$ cat config.mk
export PLATFORM = sky130hd
export DESIGN_NAME = refcounted_id_allocator_unit
export DESIGN_NICKNAME = d
export VERILOG_FILES = /design/src/rtl/core/ric_pkg.sv /design/src/rtl/core/ric_count_ram.sv /design/src/rtl/core/ric_count_alu.sv /design/src/rtl/core/refcounted_id_allocator_unit.sv
export SDC_FILE = /design/constraint.sdc
export NUM_CORES = 2
export LEC_CHECK = 0
export BUFFER_PORTS_ARGS = -buffer_cell sky130_fd_sc_hd__buf_2
export CAP_MARGIN = 20
export CELL_PAD_IN_SITES_DETAIL_PLACEMENT = 0
export CELL_PAD_IN_SITES_GLOBAL_PLACEMENT = 1
export CORE_MARGIN = 2
export CORE_UTILIZATION = 30
export DETAILED_ROUTE_END_ITERATION = 16
export GPL_TIMING_DRIVEN = 0
export PLACE_DENSITY_LB_ADDON = 0.3
export SYNTH_ARGS = -nofsm -noshare
export SYNTH_HDL_FRONTEND = slang
export SYNTH_HIERARCHICAL = 1
export SYNTH_SLANG_ARGS = --single-unit
export TNS_END_PERCENT = 100
$ cat constraint.sdc
create_clock -name clk -period 12.8 [get_ports clk]
set_input_delay 0.64 -clock clk [delete_from_list [all_inputs] [get_ports clk]]
set_output_delay 0.64 -clock clk [all_outputs]
set_load 0.01 [all_outputs]
$ cat src/rtl/core/ric_pkg.sv
// ----------------------------------------------------------------------------
// ric_pkg
// Shared types and codes for the reference-counted ID allocator.
// ----------------------------------------------------------------------------
package ric_pkg;

  localparam int unsigned ID_W     = 8;
  localparam int unsigned FUNC_W   = 2;
  localparam int unsigned STATUS_W = 2;

  // operation codes
  localparam logic [FUNC_W-1:0] FUNC_REQUEST  = 2'd0;
  localparam logic [FUNC_W-1:0] FUNC_REGISTER = 2'd1;
  localparam logic [FUNC_W-1:0] FUNC_RELEASE  = 2'd2;

  // status codes
  localparam logic [STATUS_W-1:0] STATUS_OK        = 2'd0;
  localparam logic [STATUS_W-1:0] STATUS_EXHAUSTED = 2'd1;
  localparam logic [STATUS_W-1:0] STATUS_SATURATED = 2'd2;

  typedef struct packed {
    logic [FUNC_W-1:0] func;
    logic [ID_W-1:0]   id;
  } in_item_t;

  typedef struct packed {
    logic [ID_W-1:0]     result_id;
    logic [STATUS_W-1:0] status;
    logic                freed;
  } out_item_t;

  typedef enum logic [2:0] {
    ST_CLEAR,
    ST_IDLE,
    ST_SCAN,
    ST_UPDATE,
    ST_RESP
  } state_t;

  // flags from the count unit about the count that was read
  typedef struct packed {
    logic zero;
    logic one;
    logic max;
  } cnt_flags_t;

endpackage

$ cat src/rtl/core/ric_count_ram.sv
// ----------------------------------------------------------------------------
// ric_count_ram
// Reference count table: one write port, one read port with registered data.
// ----------------------------------------------------------------------------
module ric_count_ram #(
  parameter int unsigned DEPTH  = 256,
  parameter int unsigned DATA_W = 8,
  parameter int unsigned ADDR_W = 8
) (
  input  logic              clk,
  input  logic              wr_en,
  input  logic [ADDR_W-1:0] wr_addr,
  input  logic [DATA_W-1:0] wr_data,
  input  logic              rd_en,
  input  logic [ADDR_W-1:0] rd_addr,
  output logic [DATA_W-1:0] rd_data
);

  logic [DATA_W-1:0] mem [DEPTH];
  logic [DATA_W-1:0] rd_data_r;

  always_ff @(posedge clk) begin
    if (wr_en) begin
      mem[wr_addr] <= wr_data;
    end
  end

  always_ff @(posedge clk) begin
    if (rd_en) begin
      rd_data_r <= mem[rd_addr];
    end
  end

  assign rd_data = rd_data_r;

endmodule

$ cat src/rtl/core/ric_count_alu.sv
// ----------------------------------------------------------------------------
// ric_count_alu
// Shared count unit: zero / one / saturation test and increment, decrement or set.
// ----------------------------------------------------------------------------
module ric_count_alu #(
  parameter int unsigned COUNT_BITS = 8
) (
  input  logic [ric_pkg::FUNC_W-1:0] func,
  input  logic [COUNT_BITS-1:0]      cnt,
  output logic [COUNT_BITS-1:0]      cnt_nxt,
  output ric_pkg::cnt_flags_t        flags
);

  localparam logic [COUNT_BITS-1:0] CntOne = COUNT_BITS'(1);

  always_comb begin
    flags.zero = (cnt == '0);
    flags.one  = (cnt == CntOne);
    flags.max  = (cnt == '1);
    unique case (func)
      ric_pkg::FUNC_REQUEST:  cnt_nxt = CntOne;
      ric_pkg::FUNC_REGISTER: cnt_nxt = cnt + CntOne;
      ric_pkg::FUNC_RELEASE:  cnt_nxt = cnt - CntOne;
      default:                cnt_nxt = cnt;
    endcase
  end

endmodule

$ cat src/rtl/core/refcounted_id_allocator_unit.sv
// ----------------------------------------------------------------------------
// refcounted_id_allocator_unit
// Reference-counted ID allocator with a next-candidate search pointer.
// ----------------------------------------------------------------------------
// After reset the block sweeps the count table to zero, one entry per cycle,
// and stalls its input meanwhile; configuration writes are taken at any time.
// A register or release passes through table read, update and result. A
// request reads from the search pointer on and skips each used ID, since the
// single table read port checks one entry per cycle, until it finds a free
// ID or runs off the end of the table. A request that finds the pointer
// already past the table, and an unused operation code, go straight to the
// result, which waits while the output register is still stalled. One item
// is worked on at a time. The finished result sits in an output register, so
// the next item is accepted while it waits to be taken.
// ----------------------------------------------------------------------------
module refcounted_id_allocator_unit #(
  parameter int unsigned NUM_IDS    = 256,
  parameter int unsigned COUNT_BITS = 8
) (
  input  logic               clk,
  input  logic               rst_n,
  input  logic               in_valid,
  output logic               in_stall,
  input  ric_pkg::in_item_t  in_data,
  output logic               out_valid,
  input  logic               out_stall,
  output ric_pkg::out_item_t out_data,
  input  logic               cfg_valid,
  output logic               cfg_ready,
  input  logic               cfg_data
);

  localparam int unsigned AW  = $clog2(NUM_IDS);
  localparam int unsigned PW  = $clog2(NUM_IDS + 1);
  localparam int unsigned XW  = PW + ric_pkg::ID_W;
  localparam logic [PW-1:0] PtrEnd  = PW'(NUM_IDS);
  localparam logic [XW-1:0] IdLimit = XW'(NUM_IDS);
  localparam logic [AW-1:0] ClrLast = AW'(NUM_IDS - 1);

  ric_pkg::state_t            state_r, state_nxt;
  logic [PW-1:0]              ptr_r, ptr_nxt;
  logic [AW-1:0]              clr_r, clr_nxt;
  logic [ric_pkg::FUNC_W-1:0] func_r, func_nxt;
  logic [ric_pkg::ID_W-1:0]   id_r, id_nxt;
  ric_pkg::out_item_t         res_r, res_nxt;
  ric_pkg::out_item_t         out_data_r, out_data_nxt;
  logic                       out_valid_r, out_valid_nxt;
  logic                       reuse_r, reuse_nxt;

  logic                  wr_en, rd_en;
  logic [AW-1:0]         wr_addr, rd_addr;
  logic [COUNT_BITS-1:0] wr_data, rd_data, cnt_nxt;
  ric_pkg::cnt_flags_t   flags;

  logic [PW-1:0]         ptr_inc;
  logic [XW-1:0]         in_id_x, id_x, ptr_x;
  logic [AW+7:0]         ptr_wide;
  logic                  freed;

  ric_count_ram #(
    .DEPTH  (NUM_IDS),
    .DATA_W (COUNT_BITS),
    .ADDR_W (AW)
  ) u_ram (
    .clk     (clk),
    .wr_en   (wr_en),
    .wr_addr (wr_addr),
    .wr_data (wr_data),
    .rd_en   (rd_en),
    .rd_addr (rd_addr),
    .rd_data (rd_data)
  );

  ric_count_alu #(
    .COUNT_BITS (COUNT_BITS)
  ) u_alu (
    .func    (func_r),
    .cnt     (rd_data),
    .cnt_nxt (cnt_nxt),
    .flags   (flags)
  );

  assign ptr_inc  = ptr_r + PW'(1);
  assign in_id_x  = {{PW{1'b0}}, in_data.id};
  assign id_x     = {{PW{1'b0}}, id_r};
  assign ptr_x    = {{ric_pkg::ID_W{1'b0}}, ptr_r};
  assign ptr_wide = {8'd0, ptr_r[AW-1:0]};

  assign in_stall  = (state_r != ric_pkg::ST_IDLE);
  assign out_valid = out_valid_r;
  assign out_data  = out_data_r;
  assign cfg_ready = 1'b1;

  always_ff @(posedge clk) begin
    if (!rst_n) begin
      state_r     <= ric_pkg::ST_CLEAR;
      ptr_r       <= '0;
      clr_r       <= '0;
      out_valid_r <= 1'b0;
      reuse_r     <= 1'b1;
    end else begin
      state_r     <= state_nxt;
      ptr_r       <= ptr_nxt;
      clr_r       <= clr_nxt;
      out_valid_r <= out_valid_nxt;
      reuse_r     <= reuse_nxt;
    end
  end

  always_ff @(posedge clk) begin
    func_r     <= func_nxt;
    id_r       <= id_nxt;
    res_r      <= res_nxt;
    out_data_r <= out_data_nxt;
  end

  always_comb begin
    state_nxt     = state_r;
    ptr_nxt       = ptr_r;
    clr_nxt       = clr_r;
    func_nxt      = func_r;
    id_nxt        = id_r;
    res_nxt       = res_r;
    out_data_nxt  = out_data_r;
    out_valid_nxt = out_valid_r && out_stall;
    reuse_nxt     = (cfg_valid && cfg_ready) ? cfg_data : reuse_r;
    wr_en         = 1'b0;
    wr_addr       = ptr_r[AW-1:0];
    wr_data       = cnt_nxt;
    rd_en         = 1'b0;
    rd_addr       = ptr_r[AW-1:0];
    freed         = 1'b0;

    unique case (state_r)
      ric_pkg::ST_CLEAR: begin
        wr_en   = 1'b1;
        wr_addr = clr_r;
        wr_data = '0;
        clr_nxt = clr_r + AW'(1);
        if (clr_r == ClrLast) begin
          state_nxt = ric_pkg::ST_IDLE;
        end
      end

      ric_pkg::ST_IDLE: begin
        if (in_valid) begin
          func_nxt          = in_data.func;
          id_nxt            = in_data.id;
          res_nxt.result_id = in_data.id;
          res_nxt.status    = ric_pkg::STATUS_OK;
          res_nxt.freed     = 1'b0;
          state_nxt         = ric_pkg::ST_RESP;
          unique case (in_data.func)
            ric_pkg::FUNC_REQUEST: begin
              if (ptr_r == PtrEnd) begin
                res_nxt.result_id = '0;
                res_nxt.status    = ric_pkg::STATUS_EXHAUSTED;
              end else begin
                rd_en     = 1'b1;
                state_nxt = ric_pkg::ST_SCAN;
              end
            end
            ric_pkg::FUNC_REGISTER,
            ric_pkg::FUNC_RELEASE: begin
              if (in_id_x < IdLimit) begin
                rd_en     = 1'b1;
                rd_addr   = in_data.id[AW-1:0];
                state_nxt = ric_pkg::ST_UPDATE;
              end else if (in_data.func == ric_pkg::FUNC_RELEASE) begin
                // out-of-table id is never below the pointer: no move
                res_nxt.freed = 1'b1;
              end
            end
            default: begin
            end
          endcase
        end
      end

      ric_pkg::ST_SCAN: begin
        if (flags.zero) begin
          wr_en             = 1'b1;
          res_nxt.result_id = ptr_wide[7:0];
          state_nxt         = ric_pkg::ST_RESP;
        end else begin
          // advance; fetch the next candidate unless the table end is reached
          ptr_nxt = ptr_inc;
          if (ptr_inc == PtrEnd) begin
            res_nxt.result_id = '0;
            res_nxt.status    = ric_pkg::STATUS_EXHAUSTED;
            state_nxt         = ric_pkg::ST_RESP;
          end else begin
            rd_en   = 1'b1;
            rd_addr = ptr_inc[AW-1:0];
          end
        end
      end

      ric_pkg::ST_UPDATE: begin
        wr_addr   = id_r[AW-1:0];
        state_nxt = ric_pkg::ST_RESP;
        if (func_r == ric_pkg::FUNC_REGISTER) begin
          if (flags.max) begin
            res_nxt.status = ric_pkg::STATUS_SATURATED;
          end else begin
            wr_en = 1'b1;
          end
        end else begin
          wr_en         = !flags.zero;
          freed         = flags.zero || flags.one;
          res_nxt.freed = freed;
          if (freed && reuse_r && (id_x < ptr_x)) begin
            ptr_nxt = id_x[PW-1:0];
          end
        end
      end

      ric_pkg::ST_RESP: begin
        // hold until the output register is free
        if (!out_valid_r || !out_stall) begin
          out_data_nxt  = res_r;
          out_valid_nxt = 1'b1;
          state_nxt     = ric_pkg::ST_IDLE;
        end
      end

      default: begin
        state_nxt = ric_pkg::ST_IDLE;
      end
    endcase
  end

endmodule

=== Yosys cells after proc, flatten, opt, wreduce, memory -nomap -nowiden ===
Memory sizes are Yosys's and may differ from the RTL's. A register that Yosys moved wholly into a read port is not among the register bits.
Index checks and enable logic that the tools add are counted.

* Add/subtract/negate cells: 4
* Magnitude comparators: 2
* Equal/unequal tests: 24
* Multiplexer cells: 52
* Reductions and logical operators: 24

{| class="wikitable"
|+ Operators with widths
! cell !! number
|-
| 2-to-1 mux 8 bit || 7
|-
| one-hot mux 8 bit (2 select lines) || 3
|-
| 2-to-1 mux 10 bit || 3
|-
| 2-to-1 mux 9 bit || 3
|-
| one-hot mux 8 bit (3 select lines) || 1
|-
| 2-to-1 mux 3 bit || 7
|-
| equality test 9 bit (second input constant) || 2
|-
| != test 2 bit (second input constant) || 9
|-
| one-hot mux 9 bit (2 select lines) || 1
|-
| adder 8 x 1 -> 8 bit (second input constant) || 2
|-
| equality test 8 bit (second input constant) || 2
|-
| 2-to-1 mux 1 bit || 16
|-
| one-hot mux 3 bit (5 select lines) || 1
|-
| 2-to-1 mux 11 bit || 1
|-
| adder 9 x 1 -> 9 bit (second input constant) || 1
|-
| less-than comparator 8 x 9 -> 1 bit || 1
|-
| less-than comparator 8 x 9 -> 1 bit (second input constant) || 1
|-
| equality test 8 x 1 -> 1 bit (second input constant) || 1
|-
| logical NOT 8 bit || 1
|-
| AND reduction 4 bit || 2
|-
| subtractor 8 x 1 -> 8 bit (second input constant) || 1
|-
| equality test 3 x 2 -> 1 bit (second input constant) || 2
|-
| 2-to-1 mux 2 bit || 3
|-
| one-hot mux 1 bit (2 select lines) || 3
|-
| 20 further kinds || 32
|}

* Register bits: 54
* Bits in writable memories: 2048
* Bits of input ports: 16
* Memories kept: 1

{| class="wikitable"
|+ Memory list
! name !! words !! width !! rd ports !! clocked after Yosys merged registers in !! wr ports !! line !! text
|-
| u_ram.mem || 256 || 8 || 1 || 1 || 1 || ric_count_ram.sv:19 || <nowiki>logic [DATA_W-1:0] mem [DEPTH];</nowiki>
|}

=== Logic depth before layout (Yosys ltp) ===
* Depth in word-level cells: 7
* Gate-level depth with buffers: 19

=== Hierarchy ===
Netlist, hierarchy kept.

{| class="wikitable"
|+ By module, submodules not included
! module !! instances !! cells an instance !! area each (um^2) !! sequential area each (um^2)
|-
| ric_count_ram || 1 || 3733 || 79636.4 || 61739.2
|-
| refcounted_id_allocator_unit || 1 || 311 || 2972.9 || 1401.3
|-
| ric_count_alu || 1 || 64 || 505.5 || 0.0
|}

=== Least setup slack after synthesis ===
OpenSTA, ideal clock, no wires.

* Path type: flip-flop to flip-flop
* Start point: reg u_ram.rd_data_r[0], in the netlist u_ram/rd_data[0], read port of u_ram.mem
* End point: mem u_ram.mem[0][6], data pin
* Setup time: 1.448 ns
* Arrival time: 7.607 ns
* Data required time: 11.352 ns
* Setup slack: 3.745 ns
* Stages on the path, launching flop included: 8
* Clock period less this slack: 9.055 ns
* Cell sequence: edfxtp_1 > inv_1 > ha_1 > nor4b_4 > nand2_1 > xor2_1 > o221ai_2 > nor2b_1

* Longest elaborated chain between the ends: 3

{| class="wikitable"
|+ Ends and longest elaborated chain
! what !! line !! text
|-
| from (decl) || ric_count_ram.sv:20 || <nowiki>logic [DATA_W-1:0] rd_data_r;</nowiki>
|-
| subtractor 8 x 1 -> 8 bit or adder 8 x 1 -> 8 bit (tied branches) || ric_count_alu.sv:23, ric_count_alu.sv:22 ||
|-
| one-hot mux 8 bit (3 select lines) (*) || ric_count_alu.sv:20 || <nowiki>unique case (func)</nowiki>
|-
| net cnt_nxt[6] || refcounted_id_allocator_unit.sv:52 || <nowiki>logic [COUNT_BITS-1:0] wr_data, rd_data, cnt_nxt;</nowiki>
|-
| 2-to-1 mux 8 bit (*) || refcounted_id_allocator_unit.sv:134 || <nowiki>unique case (state_r)</nowiki>
|-
| net wr_data[6] || refcounted_id_allocator_unit.sv:52 ||
|-
| to (decl) || ric_count_ram.sv:19 ||
|}

The timed path passes the listed nets; every way through them passes the cells marked *.

=== Worst setup path in the final report ===
* Start point: reg ptr_r[2]
* End point: reg u_ram.rd_data_r[3], in the netlist u_ram/rd_data[3], read port of u_ram.mem, data pin

* Longest elaborated chain between the ends: 5

{| class="wikitable"
|+ Ends and longest elaborated chain
! what !! line !! text
|-
| from (decl) || refcounted_id_allocator_unit.sv:41 || <nowiki>logic [PW-1:0] ptr_r, ptr_nxt;</nowiki>
|-
| from (signal assigned) || refcounted_id_allocator_unit.sv:103 || <nowiki>ptr_r <= ptr_nxt;</nowiki>
|-
| adder 9 x 1 -> 9 bit (*) || refcounted_id_allocator_unit.sv:83 || <nowiki>assign ptr_inc = ptr_r + PW'(1);</nowiki>
|-
| equality test 9 bit || refcounted_id_allocator_unit.sv:188 || <nowiki>if (ptr_inc == PtrEnd) begin</nowiki>
|-
| 2-to-1 mux 8 bit (*) || refcounted_id_allocator_unit.sv:188 ||
|-
| 2-to-1 mux 8 bit (*) || refcounted_id_allocator_unit.sv:181 || <nowiki>if (flags.zero) begin</nowiki>
|-
| one-hot mux 8 bit (2 select lines) (*) || refcounted_id_allocator_unit.sv:134 ||
|-
| net rd_addr[4] || refcounted_id_allocator_unit.sv:51 || <nowiki>logic [AW-1:0] wr_addr, rd_addr;</nowiki>
|}

Marks and branches as above.
A chain may end at the register's enable or synchronous reset.

==> results.md <==
- Predominant post-synthesis flop cell: edfxtp_1
- Post-Synthesis Cells: just over 4000
- First-pass GRT wire length: approximately 370000 um
- R2r startpoint: ptr_r[2]
- PortBufs: 27
- Place WS: approximately 5100 ps
- Chip Width: 530 um
- Fin cells: ~8400
- Ports: 30
- Row cnt: between 150 and 200
- Initial antenna violation count: 21
- Final period util: 0.612
- Detail Placement HPWL: about 200000 um
- Vias in the first global route: 44000
- Critical setup path kind: reg2reg
- Area delta synth->final: 16.8%
- Slew Viols, Final: 1
- Drt total wl: between 200000 and 300000 um
- Placer congestion estimate: 0.855
- Failing checks: slew limit
- Post-CTS sizing: 0
- H-tree depth: 4
- Fill cells: between 20000 and 30000
- Max Cap Viol: 0
- WHS Endpoint: out_data[0]
- Outcome: finished with violations
- Crit path cell chain: clkbuf_1 > nand3_1 > nor4b_1 > o21ai_1 > nand2_2 > o311ai_0 > buf_2 > buf_4 > clkbuf_1 > nor2_1 > a221oi_1 > o32ai_1 > nor3_1 > nor4_1
- Mapped Nets: around 4100
- Layout cells sized above 1: 0.229
- Clock Latency Late Sink: approximately 890 ps
- Slew @ Worst Pin: roughly 1500 ps
- Final setup fails: 0
- DR DRC count: 0
- PwrDens: 144 nW/um^2
- Syn Area/Cell: ~20 um^2
- Synth area leader: edfxtp_1
- Clk slew on worst S/H paths: roughly 70 ps
- Post-route ant nets: 0
- Final core utilization: 0.352
- Ys Warns: 6
- Final #Nets: ~4500
- Worst vdd ir: 0.000147 V
- FMAX: around 130 MHz
- Worst r2r dst: u_ram/rd_data[3]
- Cells after DPL: between 7000 and 8000
- Worst Reg-to-Reg Cells: 14
- Largest net degree at the start of global routing: 48
- Setup TNS: 0 ps
- Largest buffer count on any clock path: 3
- Hold Crit Class: in2reg
- LEAKAGE: ~29 nW
- Drt wl/cell: 33.2 um
- Critical Path Source Type: register
- CP max FO: 10
- Drt pass-1 iters: 5
- Initial detailed-routing violation count: ~6500
- TritonCTS Sinks: about 2100
- TritonCTS Buffers: roughly 220
- Worst EP required: around 13000 ps
- Post-synthesis cell type count: 83
- Die area: 281000 um^2
- Max_slew headroom: -0.0266
- DR vias/cell: around 5.4
- Asr flop ratio synth: 0
- Final WS setup: 4960 ps
- Die Ht: around 530 um
- Crit-path slowest cell: a221oi_1
- RSZ-0062 raised after global routing: false
- CP dominant cell by count: clkbuf_1
- Tmin final: a little under 8000 ps
- Syn Std Cell Area: approximately 83000 um^2
- Clock skew: about 80 ps
- Detailed-route via count: 45000
- Min-delay src: out_stall
- WHS Path Cells: 2
- Core box area: roughly 280000 um^2
- Grt ovf: 0
- Top post-synthesis cells by area: edfxtp_1, mux4_2, mux2i_1, nor2_1, a22oi_1
- Sequential share of the synthesized area: 0.760
- Largest stage delay, worst path: 1330 ps
- Final hold vios: 0
- Root Driver: clkbuf_16
- Synth Register Bits: between 2000 and 2500
- Synth top area share: 0.754
- R2R Setup Slk: between 4000 and 5000 ps
- Area of the multi-input gates: roughly 18000 um^2
- EDFF count, synth: 2088
- GRT Util Overall: 0.195
- Sequential cell area: between 60000 and 70000 um^2
- Crit end category: register
- Starting Density: 0.301
- Worst Path Arrival: approximately 8400 ps
- CTS tree: done
- Hold_ws: 120 ps
## cells in the final DEF (no fill, tap or decap), types with 18 or more instances in the layout
| cell type | synthesis | final |
|---|---|---|
| buf_4 | 29 | 37 |
| mux2i_1 | 137 | 137 |
| a21oi_1 | 123 | 123 |
| mux4_2 | 454 | 454 |
| a22oi_1 | 138 | 138 |
| buf_6 | 25 | 33 |
| nor2b_1 | 43 | 35 |
| a211oi_1 | 20 | 20 |
| buf_2 | 35 | 74 |
| nor3_1 | 28 | 28 |
| clkbuf_2 | 0 | 23 |
| clkbuf_1 | 124 | 153 |
| clkinv_2 | 0 | 33 |
| inv_1 | 25 | 25 |
| edfxtp_1 | 2088 | 2088 |
| nand3_1 | 43 | 43 |
| clkbuf_16 | 0 | 219 |
| buf_1 | 23 | 20 |
| buf_8 | 13 | 27 |
| o22ai_1 | 30 | 30 |
| o211ai_1 | 18 | 18 |
| nand2_1 | 72 | 72 |
| clkinv_1 | 1 | 50 |
| buf_12 | 8 | 61 |
| o221ai_1 | 46 | 46 |
| dfxtp_1 | 22 | 22 |
| nor2_1 | 310 | 310 |
| nor4_1 | 26 | 22 |
| bufinv_16 | 0 | 23 |
## how the worst max path moves through the flow
| stage | start | endpoint | slack, ps | cells past startpoint |
|---|---|---|---|---|
| after floorplan | u_ram/rd_data[0] | u_ram/mem[0][6] | 3740 | 7 |
| after global placement | u_ram/rd_data[0] | u_ram/mem[212][2] | -6190 | 6 |
| after detailed placement | in_data[8] | u_ram/rd_data[3] | 5090 | 16 |
| after CTS | ptr_r[2] | u_ram/rd_data[3] | 5100 | 17 |
| after global routing | ptr_r[2] | u_ram/rd_data[3] | 4950 | 15 |
| final | ptr_r[2] | u_ram/rd_data[3] | 4960 | 14 |
## cell usage after synthesis, drive strengths merged (2+ instances only)
library cell / n
nor4: 31
xnor2: 3
nand2b: 17
inv: 25
nand2: 73
and2: 11
nor3: 28
xor2: 6
a221o: 5
dfxtp: 22
o22ai: 30
or3: 3
a22oi: 138
nor2: 310
o311ai: 5
a311oi: 3
o221ai: 48
a31oi: 7
nor2b: 43
and3b: 2
a221oi: 16
nor3b: 3
o32ai: 9
o31ai: 5
a21oi: 124
nand4: 16
a2111oi: 5
edfxtp: 2088
buf: 133
ha: 16
o211ai: 18
mux2i: 137
or2: 6
clkbuf: 124
nor4b: 3
o21ai: 21
nand3b: 5
mux4: 456
o22a: 6
and3: 7
nand3: 44
a211o: 3
a22o: 16
a211oi: 21
## state kept, by name, indices dropped and copies added (netlist names)
register and count:
id_r 8, out_data 11, u_ram/mem 2048, reuse_r 1, clr_r 8, ptr_r 9
res_r 11, func_r 2, u_ram/rd_data 8, out_valid 1, state_r 3
## layer usage
layer  up-vias  part of all wire  GRT usage
met5         -                 0          0
met1     24500              0.41      0.270
met4         0             0.038     0.0705
met3       376             0.095     0.0462
li1      17900                 -          -
met2      2243              0.45      0.298
## report_power, final
part / switching (mW) / internal [mW]
sequential: 0.00360 / 7.49
clock: 2.76 / 3.63
combinational: 0.0750 / 0.0217
## stage by stage
stage	instance area, um^2	total power, mW
4_1_cts	97000	14.1
2_1_floorplan	83100	7.67
5_1_grt	97100	14.3
3_3_place_gp	87900	7.73
6_report	97100	14.0
3_5_place_dp	89600	7.73
## critical path, delay by kind of cell (launching register included)
kind	cells	cell delay [ps]
flip-flops	1	300
buffers and inverters	4	1800
AND/OR/NAND/NOR	6	2600
AO/OA/AOI/OAI	4	2720
## kinds of logic after synthesis
family,after synthesis,synth area share
AO/OA/AOI/OAI,485,0.0414
XOR/XNOR,9,0.000948
adder cells (fa/ha/maj),16,0.00241
buffers and inverters,283,0.0202
flip-flops,2110,0.760
multiplexers,594,0.140
other,1,0.0000451
AND/OR/NAND/NOR,610,0.0350
## repair_timing
action	in CTS	in global routing
endpoints found under the hold margin	11	0
hold buffers	12	0
setup buffers	0	0
## cell type report
class	instances	share of cell area
Multi-Input combinational cell	1715	0.189
Sequential cell	2110	0.650
Buffer	257	0.0166
Tap cell	3705	0.0478
Antenna cell	4	0.000103
Clock buffer	270	0.0584
Inverter	26	0.00101
Timing Repair Buffer	143	0.0206
Clock inverter	136	0.0157
No activity file was read; power rests on OpenSTA's default activity.
